--- src/sv/lsra_pkg.sv ---
package lsra_pkg;

  localparam int MaxRegs = 16;
  localparam int IdxW = $clog2(MaxRegs);
  localparam int CntW = $clog2(MaxRegs + 1);
  localparam int PosW = 16;
  localparam int IdW = 16;
  localparam int PoolW = 5;
  localparam int OutcomeW = 2;
  localparam int RegOutW = 4;

  localparam logic [OutcomeW-1:0] OC_FREE = 2'd0;
  localparam logic [OutcomeW-1:0] OC_EVICT = 2'd1;
  localparam logic [OutcomeW-1:0] OC_SPILL = 2'd2;

  typedef struct packed {
    logic [PosW-1:0] end_pos;
    logic [IdW-1:0] value;
    logic [IdxW-1:0] reg_idx;
  } entry_t;

  typedef struct packed {
    logic shift;
    logic load;
  } cell_ctl_t;

endpackage

--- src/sv/lsra_cell.sv ---
module lsra_cell (
  input  logic               clk,
  input  lsra_pkg::cell_ctl_t ctl,
  input  lsra_pkg::entry_t   nbr_i,
  input  lsra_pkg::entry_t   load_i,
  output lsra_pkg::entry_t   q_o
);

  lsra_pkg::entry_t q_r;

  always_ff @(posedge clk) begin
    if (ctl.shift) begin
      q_r <= nbr_i;
    end else if (ctl.load) begin
      q_r <= load_i;
    end
  end

  assign q_o = q_r;

endmodule

--- src/sv/linear_scan_register_allocator_core.sv ---
// A new item is taken only when idle; in_stall is high until the result is handed on.
// The expiry pass walks the n active entries, and when no register is free the
// worst-end pass walks them again to find the entry with the latest end.
// Each pass takes one active-list cell per cycle; an expired cell is shifted out.
// Reset (rst_n low, synchronous) sets pool size 16, empties the active list and
// fills the free stack with indices 0 upward.
module linear_scan_register_allocator_core (
  input  logic        clk,
  input  logic        rst_n,
  input  logic        cfg_we,
  input  logic [4:0]  cfg_wdata,
  input  logic        in_valid,
  output logic        in_stall,
  input  logic        in_first_of_group,
  input  logic [15:0] in_value_id,
  input  logic [15:0] in_start_pos,
  input  logic [15:0] in_end_pos,
  output logic        out_valid,
  input  logic        out_stall,
  output logic [15:0] out_value_id_out,
  output logic [1:0]  out_outcome,
  output logic [3:0]  out_reg_index,
  output logic [15:0] out_evicted_id
);

  localparam int N = lsra_pkg::MaxRegs;
  localparam int IW = lsra_pkg::IdxW;
  localparam int CW = lsra_pkg::CntW;

  typedef enum logic [3:0] {
    ST_IDLE   = 4'b0001,
    ST_EXPIRE = 4'b0010,
    ST_SEARCH = 4'b0100,
    ST_FINISH = 4'b1000
  } state_t;

  state_t state_r, state_nxt;
  logic [lsra_pkg::PoolW-1:0] pool_r;
  logic [CW-1:0] act_cnt_r, act_cnt_nxt;
  logic [CW-1:0] free_cnt_r, free_cnt_nxt;
  logic [IW-1:0] free_stack_r [N];
  logic [CW-1:0] p_r, p_nxt;
  logic [IW-1:0] worst_r, worst_nxt;
  logic [lsra_pkg::PosW-1:0] worst_end_r, worst_end_nxt;
  logic [15:0] vid_r, start_r, end_r;
  logic [1:0] res_oc_r, res_oc_nxt;
  logic [IW-1:0] res_reg_r, res_reg_nxt;
  logic [15:0] res_ev_r, res_ev_nxt;
  logic out_valid_r;
  logic [15:0] out_vid_r, out_ev_r;
  logic [1:0] out_oc_r;
  logic [3:0] out_reg_r;

  lsra_pkg::entry_t cell_q [N];
  lsra_pkg::cell_ctl_t cell_ctl [N];
  lsra_pkg::entry_t ld_data;
  logic [IW-1:0] ld_idx;
  logic ld_en, rm_en, push_en, pop_en, refill;
  lsra_pkg::entry_t cur;
  logic [CW-1:0] pool_sat;
  logic out_free;

  assign cur = cell_q[p_r[IW-1:0]];
  assign pool_sat = (pool_r > CW'(N)) ? CW'(N) : CW'(pool_r);
  assign out_free = !out_valid_r || !out_stall;
  assign in_stall = (state_r != ST_IDLE);

  always_comb begin
    state_nxt = state_r;
    act_cnt_nxt = act_cnt_r;
    free_cnt_nxt = free_cnt_r;
    p_nxt = p_r;
    worst_nxt = worst_r;
    worst_end_nxt = worst_end_r;
    res_oc_nxt = res_oc_r;
    res_reg_nxt = res_reg_r;
    res_ev_nxt = res_ev_r;
    ld_en = 1'b0;
    ld_idx = '0;
    ld_data = cur;
    rm_en = 1'b0;
    push_en = 1'b0;
    pop_en = 1'b0;
    refill = 1'b0;
    case (state_r)
      ST_IDLE: begin
        if (in_valid) begin
          p_nxt = '0;
          if (in_first_of_group) begin
            refill = 1'b1;
            act_cnt_nxt = '0;
            free_cnt_nxt = pool_sat;
          end
          state_nxt = ST_EXPIRE;
        end
      end
      ST_EXPIRE: begin
        if (p_r < act_cnt_r) begin
          if (cur.end_pos < start_r) begin
            rm_en = 1'b1;
            act_cnt_nxt = act_cnt_r - 1'b1;
            if (free_cnt_r < CW'(N)) begin
              push_en = 1'b1;
              free_cnt_nxt = free_cnt_r + 1'b1;
            end
          end else begin
            p_nxt = p_r + 1'b1;
          end
        end else if (free_cnt_r != '0 && act_cnt_r < CW'(N)) begin
          pop_en = 1'b1;
          free_cnt_nxt = free_cnt_r - 1'b1;
          ld_en = 1'b1;
          ld_idx = act_cnt_r[IW-1:0];
          ld_data.end_pos = end_r;
          ld_data.value = vid_r;
          ld_data.reg_idx = free_stack_r[free_cnt_nxt[IW-1:0]];
          act_cnt_nxt = act_cnt_r + 1'b1;
          res_oc_nxt = lsra_pkg::OC_FREE;
          res_reg_nxt = ld_data.reg_idx;
          res_ev_nxt = '0;
          state_nxt = ST_FINISH;
        end else if (act_cnt_r != '0) begin
          p_nxt = CW'(1);
          worst_nxt = '0;
          worst_end_nxt = cell_q[0].end_pos;
          state_nxt = ST_SEARCH;
        end else begin
          res_oc_nxt = lsra_pkg::OC_SPILL;
          res_reg_nxt = '0;
          res_ev_nxt = '0;
          state_nxt = ST_FINISH;
        end
      end
      ST_SEARCH: begin
        if (p_r < act_cnt_r) begin
          if (cur.end_pos > worst_end_r) begin
            worst_nxt = p_r[IW-1:0];
            worst_end_nxt = cur.end_pos;
          end
          p_nxt = p_r + 1'b1;
        end else if (worst_end_r > end_r) begin
          ld_en = 1'b1;
          ld_idx = worst_r;
          ld_data = cell_q[worst_r];
          ld_data.end_pos = end_r;
          ld_data.value = vid_r;
          res_oc_nxt = lsra_pkg::OC_EVICT;
          res_reg_nxt = cell_q[worst_r].reg_idx;
          res_ev_nxt = cell_q[worst_r].value;
          state_nxt = ST_FINISH;
        end else begin
          res_oc_nxt = lsra_pkg::OC_SPILL;
          res_reg_nxt = '0;
          res_ev_nxt = '0;
          state_nxt = ST_FINISH;
        end
      end
      ST_FINISH: begin
        if (out_free) begin
          state_nxt = ST_IDLE;
        end
      end
      default: begin
        state_nxt = ST_IDLE;
      end
    endcase
  end

  for (genvar i = 0; i < N; i++) begin : g_cell
    assign cell_ctl[i] = '{shift: rm_en && (CW'(i) >= p_r),
                           load: ld_en && (ld_idx == IW'(i))};
    lsra_cell u_cell (
      .clk    (clk),
      .ctl    (cell_ctl[i]),
      .nbr_i  (cell_q[(i + 1) % N]),
      .load_i (ld_data),
      .q_o    (cell_q[i])
    );
  end

  always_ff @(posedge clk) begin
    if (!rst_n) begin
      for (int i = 0; i < N; i++) begin
        free_stack_r[i] <= IW'(i);
      end
    end else if (refill) begin
      for (int i = 0; i < N; i++) begin
        free_stack_r[i] <= IW'(i);
      end
    end else if (push_en) begin
      free_stack_r[free_cnt_r[IW-1:0]] <= cur.reg_idx;
    end
  end

  always_ff @(posedge clk) begin
    if (!rst_n) begin
      state_r <= ST_IDLE;
      pool_r <= lsra_pkg::PoolW'(N);
      act_cnt_r <= '0;
      free_cnt_r <= CW'(N);
      out_valid_r <= 1'b0;
    end else begin
      state_r <= state_nxt;
      act_cnt_r <= act_cnt_nxt;
      free_cnt_r <= free_cnt_nxt;
      if (cfg_we) begin
        pool_r <= cfg_wdata;
      end
      if (state_r == ST_FINISH && out_free) begin
        out_valid_r <= 1'b1;
      end else if (!out_stall) begin
        out_valid_r <= 1'b0;
      end
    end
  end

  always_ff @(posedge clk) begin
    p_r <= p_nxt;
    worst_r <= worst_nxt;
    worst_end_r <= worst_end_nxt;
    res_oc_r <= res_oc_nxt;
    res_reg_r <= res_reg_nxt;
    res_ev_r <= res_ev_nxt;
    if (state_r == ST_IDLE && in_valid) begin
      vid_r <= in_value_id;
      start_r <= in_start_pos;
      end_r <= in_end_pos;
    end
    if (state_r == ST_FINISH && out_free) begin
      out_vid_r <= vid_r;
      out_oc_r <= res_oc_r;
      out_reg_r <= 4'(res_reg_r);
      out_ev_r <= res_ev_r;
    end
  end

  assign out_valid = out_valid_r;
  assign out_value_id_out = out_vid_r;
  assign out_outcome = out_oc_r;
  assign out_reg_index = out_reg_r;
  assign out_evicted_id = out_ev_r;

  a_act_cnt: assert property (@(posedge clk) disable iff (!rst_n)
    act_cnt_r <= CW'(N)) else $error("active count overflow");
  a_free_cnt: assert property (@(posedge clk) disable iff (!rst_n)
    free_cnt_r <= CW'(N)) else $error("free count overflow");
  a_spill: assert property (@(posedge clk) disable iff (!rst_n)
    (out_valid_r && out_oc_r == lsra_pkg::OC_SPILL) |-> (out_reg_r == '0 && out_ev_r == '0))
    else $error("spill result carries a register");
  a_busy: assert property (@(posedge clk) disable iff (!rst_n)
    (state_r == ST_IDLE && in_valid) |=> state_r == ST_EXPIRE)
    else $error("accepted item not started");

endmodule
--- config.mk ---
export PLATFORM = sky130hd
export DESIGN_NAME = linear_scan_register_allocator_core
export DESIGN_NICKNAME = d
export VERILOG_FILES = /design/src/sv/lsra_pkg.sv /design/src/sv/lsra_cell.sv /design/src/sv/linear_scan_register_allocator_core.sv
export SDC_FILE = /design/constraint.sdc
export NUM_CORES = 1
export LEC_CHECK = 0
export BUFFER_PORTS_ARGS = -buffer_cell sky130_fd_sc_hd__buf_2
export CAP_MARGIN = 20
export CORE_ASPECT_RATIO = 1.75
export CORE_MARGIN = 2
export CORE_UTILIZATION = 45
export DETAILED_ROUTE_END_ITERATION = 7
export GPL_TIMING_DRIVEN = 0
export PLACE_DENSITY_LB_ADDON = 0.05
export SKIP_CTS_REPAIR_TIMING = 1
export SYNTH_ARGS = -nofsm -noshare
export SYNTH_HDL_FRONTEND = slang
export SYNTH_SLANG_ARGS = --single-unit
--- constraint.sdc ---
create_clock -name clk -period 8.83 [get_ports clk]
set_input_delay 1.766 -clock clk [delete_from_list [all_inputs] [get_ports clk]]
set_output_delay 1.766 -clock clk [all_outputs]
set_load 0.005 [all_outputs]
; ---- After elaboration in Yosys (flattened, before gate mapping)
; Memories as Yosys holds them, arrays and structs flattened.
; Cells that the tools add are included.
[totals]
register_bits = 729
ramBits = 64
inputBits = 59
out_inout_bits = 40
word_cells = 369
mem_count = 1
[op_classes]
add_sub_neg = 5
order_cmp = 25
n_eq_ne = 37
muxes = 150
bitwise_logic = 18
n_reduce_logical = 67
[mem_list]
columns = name, depth, width, rd, rd_clocked_by_memory_dff, write_ports, line
row1 = free_stack_r, 16, 4, 1, 0, 16, linear_scan_register_allocator_core.sv:41  ; logic [IW-1:0] free_stack_r [N];
[op_table]
columns = op, n
row1 = 2-to-1 mux 36 bit, 38
row2 = binary-select mux 36 bit (select 4 bit), 2
row3 = 2-to-1 mux 16 bit, 10
row4 = 2-to-1 mux 4 bit, 38
row5 = 2-to-1 mux 5 bit, 18
row6 = case mux 36 bit (2 select lines), 1
row7 = case mux 16 bit (2 select lines), 2
row8 = greater-or-equal comparator 4 x 5 -> 1 bit (first input constant), 8
row9 = 2-to-1 mux 20 bit, 2
row10 = equality test 4 bit (second input constant), 9
row11 = nonzero test 2 bit, 18
row12 = logical AND 1 bit, 35
row13 = greater-than comparator 16 bit, 2
row14 = 2-to-1 mux 1 bit, 25
row15 = case mux 4 bit (2 select lines), 3
row16 = inequality test 3 bit (second input constant), 7
row17 = equality test 4 x 3 -> 1 bit (second input constant), 5
row18 = greater-or-equal comparator 3 x 5 -> 1 bit (first input constant), 4
row19 = case mux 5 bit (2 select lines), 2
row20 = inequality test 2 bit (second input constant), 9
row21 = AND reduction 6 bit, 3
row22 = < comparator 16 bit, 1
row23 = bitwise OR 1 bit, 16
row24 = case mux 4 bit (4 select lines), 1
row25 = 25 further kinds, 43

; ---- Longest topological paths before layout
; Gate-level depths: netlist of the first run.
[depth]
depth_word = 14
ltp_mapped = 16
depth_no_buf = 13

; ---- By module
; From an unflattened synthesis of the first run, not the netlist that was laid out.
[unflattened]
cells_unflattened = 2540
area_unflattened_um2 = 44420.1
[by_module_without_submodules]
columns = mod, n_inst, cells_per_inst, area_per_inst_um2, seq_area_each_um2
row1 = lsra_cell, 16, 77, 1672.9, 1081.0
row2 = linear_scan_register_allocator_core, 1, 1308, 17654.4, 6316.1

; ---- Worst setup path before layout of the first run
; Ideal clock, no wire load.
[synth_timing]
kind = register to register
start = register p_r[1]
end = register g_cell[0].u_cell.q_r, in the netlist g_cell[0].u_cell.q_o[0] (enable)
setup_ns = 0.484
arrival_ns = 6.540
required_time_ns = 8.346
path_slack_ns = 1.806
path_stages_with_launch = 15
n_path_buf = 5
period_less_slack_ns = 7.024
path_cell_list = edfxtp_1 > buf_2 > buf_2 > buf_2 > mux4_2 > mux4_2 > ha_1 > a21oi_1 > o21ai_0 > a221o_1 > a211oi_4 > nand4bb_1 > clkbuf_1 > clkbuf_1 > o31ai_1
[synth_via]
elab_chain_cells = 10
elab_cells_between_ends = 20
cone_classes = 3 x order compare / 12 x mux / 1 x bitwise / 4 x reduce/logical
[synth_lines]
columns = element, line
row1 = start: declaration, linear_scan_register_allocator_core.sv:42  ; logic [CW-1:0] p_r, p_nxt;
row2 = start signal: assignment, linear_scan_register_allocator_core.sv:218  ; p_r <= p_nxt;
row3 = NOT 4 -> 5 bit (implied by the code), linear_scan_register_allocator_core.sv:63  ; assign cur = cell_q[p_r[IW-1:0]];
row4 = binary-select mux 36 bit (select 4 bit), linear_scan_register_allocator_core.sv:63
row5 = 2-to-1 mux 36 bit (implied by the code) (2 in series), linear_scan_register_allocator_core.sv:63
row6 = < comparator 16 bit, linear_scan_register_allocator_core.sv:99  ; if (cur.end_pos < start_r) begin
row7 = 2-to-1 mux 1 bit, linear_scan_register_allocator_core.sv:99
row8 = 2-to-1 mux 1 bit, linear_scan_register_allocator_core.sv:98  ; if (p_r < act_cnt_r) begin
row9 = 2-to-1 mux 1 bit, linear_scan_register_allocator_core.sv:85  ; case (state_r)
row10 = logical AND 1 bit, linear_scan_register_allocator_core.sv:170  ; assign cell_ctl[i] = '{shift: rm_en && (CW'(i) >= p_r),
row11 = nonzero test 2 bit (no source line) *, --
row12 = end signal: assignment, lsra_cell.sv:13  ; q_r <= nbr_i;
row13 = end signal: assignment, lsra_cell.sv:15  ; q_r <= load_i;
row14 = end: declaration, lsra_cell.sv:9  ; lsra_pkg::entry_t q_r;
; Mark *: on every way between the ends. The rest lies on a longest branch, timed or not. The select of a mux whose other input is x is not followed.
; A chain may end at the register's enable or synchronous reset.

; ---- Worst setup path after layout of the first run
[layout_timing]
start = register p_r[2]
end = register g_cell[7].u_cell.q_r, in the netlist g_cell[7].u_cell.q_o[23] (enable)
[layout_via]
elab_chain_cells = 10
elab_cells_between_ends = 20
cone_classes = 3 x order compare / 1 x eq/ne / 12 x mux / 1 x bitwise / 3 x reduce/logical
[layout_lines]
columns = element, line
row1 = NOT 4 -> 5 bit (implied by the code), linear_scan_register_allocator_core.sv:63
row2 = binary-select mux 36 bit (select 4 bit), linear_scan_register_allocator_core.sv:63
row3 = 2-to-1 mux 36 bit (implied by the code) (2 in series), linear_scan_register_allocator_core.sv:63
row4 = < comparator 16 bit, linear_scan_register_allocator_core.sv:99
row5 = 2-to-1 mux 1 bit, linear_scan_register_allocator_core.sv:99
row6 = 2-to-1 mux 1 bit, linear_scan_register_allocator_core.sv:98
row7 = 2-to-1 mux 1 bit, linear_scan_register_allocator_core.sv:85
row8 = logical AND 1 bit, linear_scan_register_allocator_core.sv:170
row9 = nonzero test 2 bit (no source line) *, --
row10 = end signal: assignment, lsra_cell.sv:13
row11 = end signal: assignment, lsra_cell.sv:15
row12 = end: declaration, lsra_cell.sv:9
; Marks and branches as above.

==> impl_metrics.csv, run 1 <==
group,metric,value,unit
run_status,status,"complete, no violations",
sta,report.final.setup_viol,0,
route,firstDrtPassIters,6,
critical_path,start_kind,"register",
synth,synth_cell_types,74,
route,vias,31600,
route,wl_per_cell,36.5,um
grt,grt_pass1_wl,239000,um
place,io_buffers,97,
hold_path,hp-class,"register to register",
clocking,root_buffer,"clkbuf_16",
sta,slew_viol_final,0,
clocking,clock_sinks,793,
grt,grt_pass1_vias,32700,
place,dp_hpwl,123000,um
sta,fin_ws,0.881,ns
floorplan,die_h,406,um
critical_path,end_kind,"register",
synth,syn-cell-area,41500,um^2
clocking,clkSlewWorstSetupHoldPaths,0.06,ns
cells_and_area,syn2layout_area_growth,14.8,%
sta,hold_viol,0,
sta,slew_headroom,15.1,%
route,viasPerCell,6.72,
synth,synth-edff-count,773,
grt,gr-usage-all-layers,36.6,%
grt,antenna_found_initial,1,
cells_and_area,fin_area,47600,um^2
floorplan,start_util,45.3,%
power,peakVddDrop,0.167,mV
place,place_congestion,0.967,
synth,syn-instance-count,3207,
critical_path,crit_type,"register to register",
cells_and_area,diodes,0,
sta,fin_skew,0.0321,ns
route,dr.first_iter.drc_count,3747,
floorplan,die-area,94700,um^2
power,power,0.0110,W
floorplan,num_rows,147,
grt,grt_overflow_total,0,
synth,synth_ff_type,"edfxtp_1",
sta,finalCriticalPeriod,7.95,ns
synth,ys_seq_area_share,57.0,%
clocking,clkLatencyLatePin,0.71,ns
synth,async_flop_share,0,%
cells_and_area,drive_above_1_share,21.0,%
sta,tightest_slew,1.27,ns
grt,grt_max_degree,34,
route,ant_nets,0,
critical_path,crit_fanout,12,
route,wirelength,172000,um
clocking,htreeDepth,3,
synth,synth_seq_cells,793,
critical_path,cp_data_arrival_time,8.39,ns
floorplan,coreArea,91600,um^2
route,drcViolationCount,0,
clocking,cts_buffer_depth,3,
cells_and_area,fill_cells,7959,
power,p_per_area,231,nW/um^2
sta,fmax,0.126,GHz
place,place_area,44800,um^2
clocking,cts_made_buffers,81,
place,pre_cts_slack,1.10,ns
floorplan,die_x,233,um
critical_path,required,9.27,ns
sta,rsz0062_at_grt,"no",
run,drv_cap,0,
floorplan,io_pins,99,
synth,syn_nets,3329,
synth,yosys_warnings,0,
synth,synth_area_per_cell,12.9,um^2
power,power_leakage,17.4,nW
clocking,cts_tree,"yes",
sta,finalCritPeriodShare,90.0,%
cells_and_area,nets,3572,
==> cells in the mapped netlist, drive strengths merged, types with 21 or more instances <==
library cell / number / area (um^2)
a21oi: 507 / 2640
and2: 26 / 163
buf: 131 / 731
clkbuf: 135 / 507
edfxtp: 773 / 23200
ha: 62 / 776
inv: 173 / 649
mux2i: 172 / 1720
mux4: 263 / 5920
nand2: 65 / 244
nand3: 37 / 185
nor2: 505 / 1900
nor2b: 21 / 131
nor3: 45 / 225
o21ai: 67 / 343
==> flip-flops by register name, summed over array words and instances (netlist names) <==
register / count
free_stack_r: 64
vid_r: 16
state_r: 4
worst_end_r: 16
p_r: 5
res_reg_r: 4
free_cnt_r: 5
out_valid: 1
start_r: 16
worst_r: 4
out_value_id_out: 16
g_cell.u_cell.q_o: 576
out_reg_index: 4
res_oc_r: 2
res_ev_r: 16
out_outcome: 2
pool_r: 5
out_evicted_id: 16
act_cnt_r: 5
end_r: 16
==> worst max-delay path, cell delays in order, from the launching register on <==
cell and delay, ns:
edfxtp_1 0.71, clkbuf_1 0.38, buf_1 0.95, mux4_2 0.42
mux4_2 0.47, ha_1 0.47, a2111oi_0 0.12, a32oi_1 0.87
a211oi_4 0.30, nand4bb_1 0.18, clkbuf_1 0.44, clkbuf_1 0.54
clkbuf_1 0.80, o21ai_4 0.44, buf_16 0.30, buf_16 0.17
==> cell usage in the layout (no fill, tap or decap), types with 13 or more instances in the layout <==
cell type and instances:
a21oi_1 479, a21oi_2 26, a22o_1 13, and2_1 24, buf_1 21, buf_12 23, buf_16 16, buf_2 187
buf_6 14, buf_8 18, clkbuf_1 149, clkbuf_16 87, clkinv_1 16, clkinv_2 14, dfxtp_1 20, edfxtp_1 773
ha_1 62, inv_1 172, mux2_2 19, mux2i_1 172, mux4_2 263, nand2_1 65, nand3_1 37, nand4_1 16
nor2_1 504, nor2b_1 21, nor3_1 45, o21ai_0 48, o21ai_4 15, o221ai_1 17, o22ai_1 14
==> cells by family after synthesis <==
logic type	share of synthesized area (%)
flops	57.0
simple gates	7.94
compound gates	9.45
mux	19.0
buf+inv	4.56
fa+ha+maj	1.92
xor+xnor	0.190
==> stage by stage <==
step                      setup TNS [ns]  instances  hold WS [ns]  utilization (%)
after floorplan                        0       3207         0.400                -
after global placement          -1383.69       4496         0.400             47.4
after detailed placement               0       4550         0.405             48.9
after CTS                              0       4699         0.418             51.8
after global routing                   0       4708         0.422             52.0
final                                  0       4708         0.412             52.0
==> metal layers <==
metal	GRT usage [%]	wire length, um	up-vias
met3	6.88	13600	794
li1	-	-	12600
met4	31.5	17900	0
met2	62.5	85800	2232
met5	0	0	-
met1	38.7	54700	16000
==> final timing paths <==
path                            slack, ns  cells after the start                        from                            endpoint
worst min register to register       0.41                      0  res_ev_r[14]$_SDFFCE_PP0P_        out_evicted_id[14]$_DFFE_PP_
worst min-delay path                 0.41                      0  res_ev_r[14]$_SDFFCE_PP0P_        out_evicted_id[14]$_DFFE_PP_
worst max register to register       0.88                     15            p_r[2]$_DFFE_PP_  g_cell[7].u_cell.q_o[23]$_DFFE_PP_
worst max-delay path                 0.88                     15            p_r[2]$_DFFE_PP_  g_cell[7].u_cell.q_o[23]$_DFFE_PP_
==> power by group <==
part | switching (W) | leakage [nW] | internal (W) | total [W]
Clock | 0.00160 | 1.32 | 0.00209 | 0.00368
Sequential | 0.0000597 | 7.16 | 0.00453 | 0.00459
Combinational | 0.00172 | 8.96 | 0.00100 | 0.00272
==> area by class of cell <==
cell class | count | area, um^2 | area share, %
clock inverter | 48 | 498 | 1.05
inverter | 174 | 653 | 1.37
tap | 1192 | 1490 | 3.13
multi-input combinational | 1974 | 16200 | 34.0
sequential | 793 | 23600 | 49.6
timing repair buffer | 160 | 1700 | 3.58
buffer | 266 | 1240 | 2.60
clock buffer | 101 | 2230 | 4.68
Note: power is estimated with default switching activity, not from simulation.
==> inputs of run 2 (changes only) <==
--- a/config.mk
+++ b/config.mk
@@ -8,10 +8,11 @@
 export BUFFER_PORTS_ARGS = -buffer_cell sky130_fd_sc_hd__buf_2
 export CAP_MARGIN = 20
 export CORE_ASPECT_RATIO = 1.75
-export CORE_MARGIN = 2
+export CORE_MARGIN = 1
 export CORE_UTILIZATION = 45
 export DETAILED_ROUTE_END_ITERATION = 7
 export GPL_TIMING_DRIVEN = 0
+export HOLD_SLACK_MARGIN = 0.03
 export PLACE_DENSITY_LB_ADDON = 0.05
 export SKIP_CTS_REPAIR_TIMING = 1
 export SYNTH_ARGS = -nofsm -noshare
==> impl_metrics.csv, run 2 (synthesis results as in run 1) <==
group,metric,value,unit
route,dr.first_iter.drc_count,3858,
power,peakVddDrop,0.154,mV
hold_path,min_from,"res_ev_r[10]$_SDFFCE_PP0P_",
cells_and_area,drive_above_1_share,20.2,%
floorplan,io_pins,99,
critical_path,cpPeakStageDelay,1.00,ns
cells_and_area,final_common_cell,"edfxtp_1",
grt,gr-usage-all-layers,36.5,%
hold_path,hold_depth,0,
sta,slew_headroom,13.2,%
critical_path,crit_buf_inv,6,
clocking,htreeDepth,3,
power,power,0.0106,W
critical_path,cp_data_arrival_time,8.28,ns
cells_and_area,nets,3562,
cells_and_area,final_core_util,51.9,%
critical_path,start_kind,"register",
critical_path,rr_startpoint,"p_r[2]$_DFFE_PP_",
run,drv_cap,0,
floorplan,die_h,404,um
sta,rsz0062_at_grt,"no",
cells_and_area,fin_area,47100,um^2
route,wl_per_cell,36.1,um
route,drcViolationCount,0,
sta,fin_skew,0.0225,ns
sta,finalCriticalPeriod,7.90,ns
place,dp_hpwl,121000,um
clocking,clkSlewWorstSetupHoldPaths,0.06,ns
sta,slew_viol_final,0,
route,viasPerCell,6.73,
place,pre_cts_slack,1.31,ns
grt,grt_pass1_vias,32300,
critical_path,cp_cell_sequence,"clkbuf_1, clkbuf_1, mux4_2, mux4_2, ha_1, a2111oi_0, a32oi_1, a211oi_4, nand4bb_1, clkbuf_1, clkbuf_1, o31ai_4, buf_8, buf_8",
floorplan,die_x,231,um
clocking,cts_made_buffers,79,
critical_path,crit_family,"compound AO/OA/AOI/OAI gates",
grt,grt_overflow_total,0,
critical_path,critPathSlowestCell,"o31ai_4",
place,io_buffers,97,
critical_path,rr_worst_depth,14,
power,p_per_area,224,nW/um^2
route,vias,31500,
sta,finalCritPeriodShare,89.5,%
route,wirelength,169000,um
cells_and_area,syn2layout_area_growth,13.6,%
clocking,cts_buffer_depth,3,
hold_path,hold_end,"out_evicted_id[10]$_DFFE_PP_",
cells_and_area,largest_reg_flops,576,
grt,grt_pass1_wl,237000,um
sta,hold_viol,0,
route,firstDrtPassIters,6,
floorplan,die-area,93400,um^2
cells_and_area,final_cell_mix,"edfxtp_1, nor2_1, a21oi_1",
grt,antenna_found_initial,2,
critical_path,end_kind,"register",
hold_path,hp-class,"register to register",
sta,tns,0,ns
floorplan,coreArea,90800,um^2
clocking,cts_tree,"yes",
clocking,clock_sinks,793,
critical_path,r2r_setup_slack,0.93,ns
sta,report.final.setup_viol,0,
sta,tightest_slew,1.30,ns
critical_path,cp_common_cell,"clkbuf_1",
critical_path,worstReg2RegEnd,"g_cell[0].u_cell.q_o[22]$_DFFE_PP_",
clocking,root_buffer,"clkbuf_16",
critical_path,required,9.20,ns
critical_path,crit_type,"register to register",
sta,fmax,0.127,GHz
power,power_leakage,17.2,nW
grt,grt_max_degree,34,
floorplan,num_rows,146,
run_status,status,"complete, no violations",
critical_path,crit_cells,14,
critical_path,crit_fanout,10,
route,ant_nets,0,
sta,fin_ws,0.925,ns
floorplan,start_util,45.7,%
place,place_congestion,0.969,
clocking,clkLatencyLatePin,0.68,ns
place,place_area,44700,um^2
run 2: layout make-up:
class | instances | area [um^2]
diodes | 2 | 5.00
plain buffers | 266 | 1240
clock buffers | 104 | 2110
clock inverters | 32 | 216
fillers | 7780 | 43700
inverters | 174 | 653
multi-input cells | 1974 | 16200
flip-flops and latches | 793 | 23600
well taps | 1184 | 1480
repair buffers | 152 | 1570
run 2: worst max path at each step:
stage | start | to | slack (ns)
floorplan | p_r[1]$_DFFE_PP_ | g_cell[0].u_cell.q_o[0]$_DFFE_PP_ | 1.81
global placement | p_r[1]$_DFFE_PP_ | g_cell[0].u_cell.q_o[9]$_DFFE_PP_ | -4.78
detailed placement | p_r[2]$_DFFE_PP_ | g_cell[0].u_cell.q_o[23]$_DFFE_PP_ | 1.31
CTS | p_r[2]$_DFFE_PP_ | g_cell[0].u_cell.q_o[23]$_DFFE_PP_ | 1.28
global route | p_r[2]$_DFFE_PP_ | g_cell[0].u_cell.q_o[23]$_DFFE_PP_ | 1.01
finish | p_r[2]$_DFFE_PP_ | g_cell[0].u_cell.q_o[22]$_DFFE_PP_ | 0.93
run 2: per-layer routing:
metal	track usage, %	wire, um	vias to the layer above
li1	-	-	12600
met1	38.8	53300	15800
met2	61.8	84100	2304
met3	7.36	15000	794
met4	30.9	16800	4
met5	0	27	-
run 2: per-stage QoR:
stage          cells  hold slack (ns)
2_1_floorplan   3207            0.400
3_3_place_gp    4488            0.402
3_5_place_dp    4537            0.405
4_1_cts         4673            0.419
5_1_grt         4679            0.423
6_report        4681            0.417
run 2: worst reg2reg max path, cell delays in order, from the launching register on:
cell and delay (ns):
edfxtp_1 0.66, clkbuf_1 0.37, clkbuf_1 0.96, mux4_2 0.42, mux4_2 0.67, ha_1 0.44, a2111oi_0 0.42, a32oi_1 0.38
a211oi_4 0.83, nand4bb_1 0.16, clkbuf_1 0.31, clkbuf_1 0.47, o31ai_4 1.01, buf_8 0.30, buf_8 0.22
run 2: where the power goes:
part           total [W]  internal, W  switching, W
sequential       0.00459      0.00453     0.0000614
combinational    0.00269     0.000991       0.00170
clock            0.00328      0.00176       0.00152
